`config.mk`:
```
export PLATFORM = sky130hd
export DESIGN_NAME = tpsw_ram
export DESIGN_NICKNAME = d
export VERILOG_FILES = /design/src/rtl/tpsw_ram.sv
export SDC_FILE = /design/constraint.sdc
export NUM_CORES = 1
export LEC_CHECK = 0
export BUFFER_PORTS_ARGS = -buffer_cell sky130_fd_sc_hd__buf_2
export CAP_MARGIN = 40
export CORE_ASPECT_RATIO = 0.7
export CORE_MARGIN = 5
export CORE_UTILIZATION = 50
export CTS_BUF_LIST = sky130_fd_sc_hd__clkbuf_16
export DETAILED_ROUTE_END_ITERATION = 10
export PLACE_DENSITY = 0.73
export SYNTH_ARGS = -nofsm -noshare
export SYNTH_HDL_FRONTEND = slang
export SYNTH_SLANG_ARGS = --single-unit
```
`constraint.sdc`:
```
create_clock -name clock -period 1.95 [get_ports clock]
set_input_delay 0.195 -clock clock [delete_from_list [all_inputs] [get_ports clock]]
set_output_delay 0.195 -clock clock [all_outputs]
set_load 0.02 [all_outputs]
```
`src/rtl/tpsw_ram.sv`:
```
// Generic simple dual-port RAM: one write port, one read port, registered read.
// No dependencies.
module tpsw_ram #(
   parameter int WIDTH = 8,
   parameter int DEPTH = 16
) (
   input  logic                     clock,
   input  logic                     we,
   input  logic [$clog2(DEPTH)-1:0] waddr,
   input  logic [WIDTH-1:0]         wdata,
   input  logic [$clog2(DEPTH)-1:0] raddr,
   output logic [WIDTH-1:0]         rdata
);
   logic [WIDTH-1:0] mem [DEPTH];
   logic [WIDTH-1:0] rdata_ff;

   always_ff @(posedge clock) begin
      if (we) begin
         mem[waddr] <= wdata;
      end
      rdata_ff <= mem[raddr];
   end

   assign rdata = rdata_ff;
endmodule

```
; Yosys cells after proc, flatten, opt, wreduce, memory -nomap -nowiden
; Memories as Yosys holds them, arrays and structs flattened. A register that Yosys moved wholly into a read port is not among the register bits.
; Index checks and enable logic that the tools add are counted.
[classes]
n_mux = 2
[ops]
columns = cell, n
row1 = 1-bit two-way mux, 2
[totals]
reg_bits = 0
mem_bits_rw = 128
in_bits = 18
output_inout_bits = 8
elab_cells = 3
memories = 1
[mem_list]
columns = memory, depth, width, read_ports, rd_ports_with_merged_regs, write_ports, line
row1 = mem, 16, 8, 1, 1, 1, 14  ; logic [WIDTH-1:0] mem [DEPTH];

; Logic depth before layout (Yosys ltp)
[depth]
depth_word = 2
mapped_depth = 5
depth_no_buf = 3

; Least setup slack after synthesis
; No wires, ideal clock.
[synth_timing]
kind = input -> register
from = input port waddr[2]
to = memory mem[0][0], enable pin
setup_ps = 383
t_arrival_ps = 1305
required_ps = 1567
slack_ps = 262
stages = 2
n_path_buf = 0
cell_sequence = or3b_2 > nor3_1
[synth_lines]
columns = element, line
row1 = from (decl), 9  ; input logic [$clog2(DEPTH)-1:0] waddr,
row2 = to (decl), 14
; No word-level cell before the write port.

==> flow_metrics.tcl <==
set metrics [dict create \
    status "complete, no violations" \
    cts_made_buffers 17 \
    yosysSeqAreaShare_pct 77.78 \
    rsz0062_at_grt "no" \
    synth-seq-cells 136 \
    ant_nets 0 \
    numPortBuffers 25 \
    ctsHoldBuffers 0 \
    finalSetupViolations 0 \
    p_leak_nw 2.107 \
    postCtsSetupRepairBufs 0 \
    placed_cell_area_um2 5534 \
    drive_gt1_share_pct 31.31 \
    finClkSkew_ps 6.091 \
    endpoint_kind "register" \
    cp-start-kind "register" \
    area_growth_pct 19.32 \
    critical_path.max_stage_delay_ps 540 \
    fmax_mhz 742.2 \
    synth_nets 247 \
    synth_cell_type_count 19 \
    finalHoldViolations 0 \
    path_buf_inv 0 \
    finalSetupTns_ps 0 \
    ir_worst_vdd_mv 0.7038 \
    place_inst 397 \
    clockBufferDepth 2 \
    cts_tree "done" \
    io_pins 26 \
    finalCritPeriodShare_pct 69.09 \
    seq_area_um2 4004 \
    cts_htree_levels 4 \
    ys_warn_count 0 \
    gr-total-overflow 0 \
    stdcell_area_um2 6142 \
    first_pass_iters 4 \
    nets 302 \
    drc 0 \
    clock-sinks 136 \
    fin_crit_ps 1347 \
    hpwlAfterDp_um 6364 \
    wl_per_cell_um 22.62 \
    cts-resized-gates 0 \
    n_antenna_cell 0 \
    finalNonFillerCells 429 \
    start_util_pct 50.46 \
    avgSynthCellArea_um2 22.48 \
    cp_top_family "multiplexers" \
    final_util_pct 60.21 \
    hold_path.class "in -> reg" \
    path_class "reg -> reg" \
    drv_cap 0 \
    cp_max_fo 1 \
    cpMaxStageDelayCell "mux4_1" \
    grt_max_degree 33 \
    crit_chain "mux4_1 > a22oi_1 > nand2_1" \
    fp-row-count 31 \
    place.gp.congestion 0.7398 \
    design.die.area_um2 12460 \
    powerDensity_nw_per_um2 1117 \
    die_h_um 94.89 \
    path_clk_slew_ps 60 \
    maxSlewViolCount 0 \
    routed_wirelength_um 9703 \
    syn_area_um2 5147 \
    multi_input_area_um2 1057 \
    antenna_found_initial 0 \
    tightest_slew_ps 435.7 \
    root_buffer "clkbuf_16" \
    max_slew_margin_pct 70.96 \
    grt_util_all_layers_pct 16.87 \
    grt_pass1_vias 2542 \
    coreArea_um2 10200 \
    num_vias 2487 \
    n_fill_cell 726 \
    r2r_setup_slack_ps 600 \
    arrival_ps 1640 \
    dieWidth_um 131.3 \
    clkLatencyLatePin_ps 410 \
    synth_cells 229 \
    grt_pass1_wl_um 14900 \
    vias_per_cell 5.797 \
    first_iter_violations 268 \
    required_ps 2240 \
]
-- cells by family (layout without fill, tap and decap cells) --
| logic type | after synthesis | count (layout) | share of synthesized area [%] |
|---|---|---|---|
| flip-flops | 136 | 136 | 77.78 |
| AND/OR/NAND/NOR | 35 | 35 | 3.184 |
| AO/OA/AOI/OAI | 16 | 16 | 2.334 |
| buffers and inverters | 10 | 78 | 1.677 |
| multiplexers | 32 | 32 | 15.02 |
-- sequential cells by signal, indices dropped and copies added, names as in the netlist --
register and count:
rdata 8, mem 128
-- synthesized netlist by cell type, drive strengths merged --
cell	count	area, um^2
nand2b	2	12.51
nor2	13	48.80
mux4	32	773.2
edfxtp	128	3844
a22oi	16	120.1
dfxtp	8	160.2
nor2b	1	6.260
buf	7	56.30
nand3	1	5.000
and2	1	6.260
or3b	1	8.760
and2b	1	7.510
clkdlybuf4s25	3	30.03
nand2	9	33.78
nor3	4	20.02
nand3b	2	15.01
-- cell usage in the layout (no fill, tap or decap) --
cell        count
a22oi_1        16
and2_1          1
and2b_1         1
buf_12          2
buf_2          25
buf_4          19
bufinv_16       4
clkbuf_16      17
clkinv_1        4
clkinv_2        3
clkinv_4        1
clkinvlp_4      2
dfxtp_1         8
edfxtp_1      128
inv_6           1
mux4_1         14
mux4_2         18
nand2_1         9
nand2b_1        2
nand3_1         1
nand3b_1        2
nor2_1         13
nor2b_1         1
nor3_1          4
or3b_2          1
-- per-stage QoR --
stage	hold WS, ps	power [W]	worst slack (ps)
after floorplan	293.9	0.003533	262.1
final	165.7	0.006861	602.7
after global routing	156.6	0.007089	478.5
after detailed placement	594.1	0.003677	269.8
after global placement	581.8	0.003664	267.5
after CTS	152.3	0.006931	592.9
-- power breakdown --
group          leakage (nW)  switching (W)  internal (W)
registers              1.22      0.0000193       0.00327
logic                 0.590       0.000188      0.000134
clock network         0.293        0.00114       0.00211
-- per-layer routing --
metal,GRT usage [%],vias up,share of wire (%)
li1,-,1086,-
met1,24.20,1314,48
met2,23.94,79,45
met3,6.070,8,5.9
met4,6.164,0,1.0
met5,0,-,0
-- final timing paths --
kind,startpoint,to,cells after the start
hold / removal,wdata[6],mem[10][6],1
setup / recovery,mem[5][0],rdata[0],3
setup reg to reg,mem[5][0],rdata[0],3
hold reg to reg,mem[12][7],rdata[7],3
-- final cells by class --
type,count,area share (%)
timing repair buffer,46,5.011
multi-input combinational,83,17.21
clock inverter,15,2.974
tap,132,2.689
clock buffer,17,6.926
sequential,136,65.19
No activity file was read; power rests on OpenSTA's default activity.
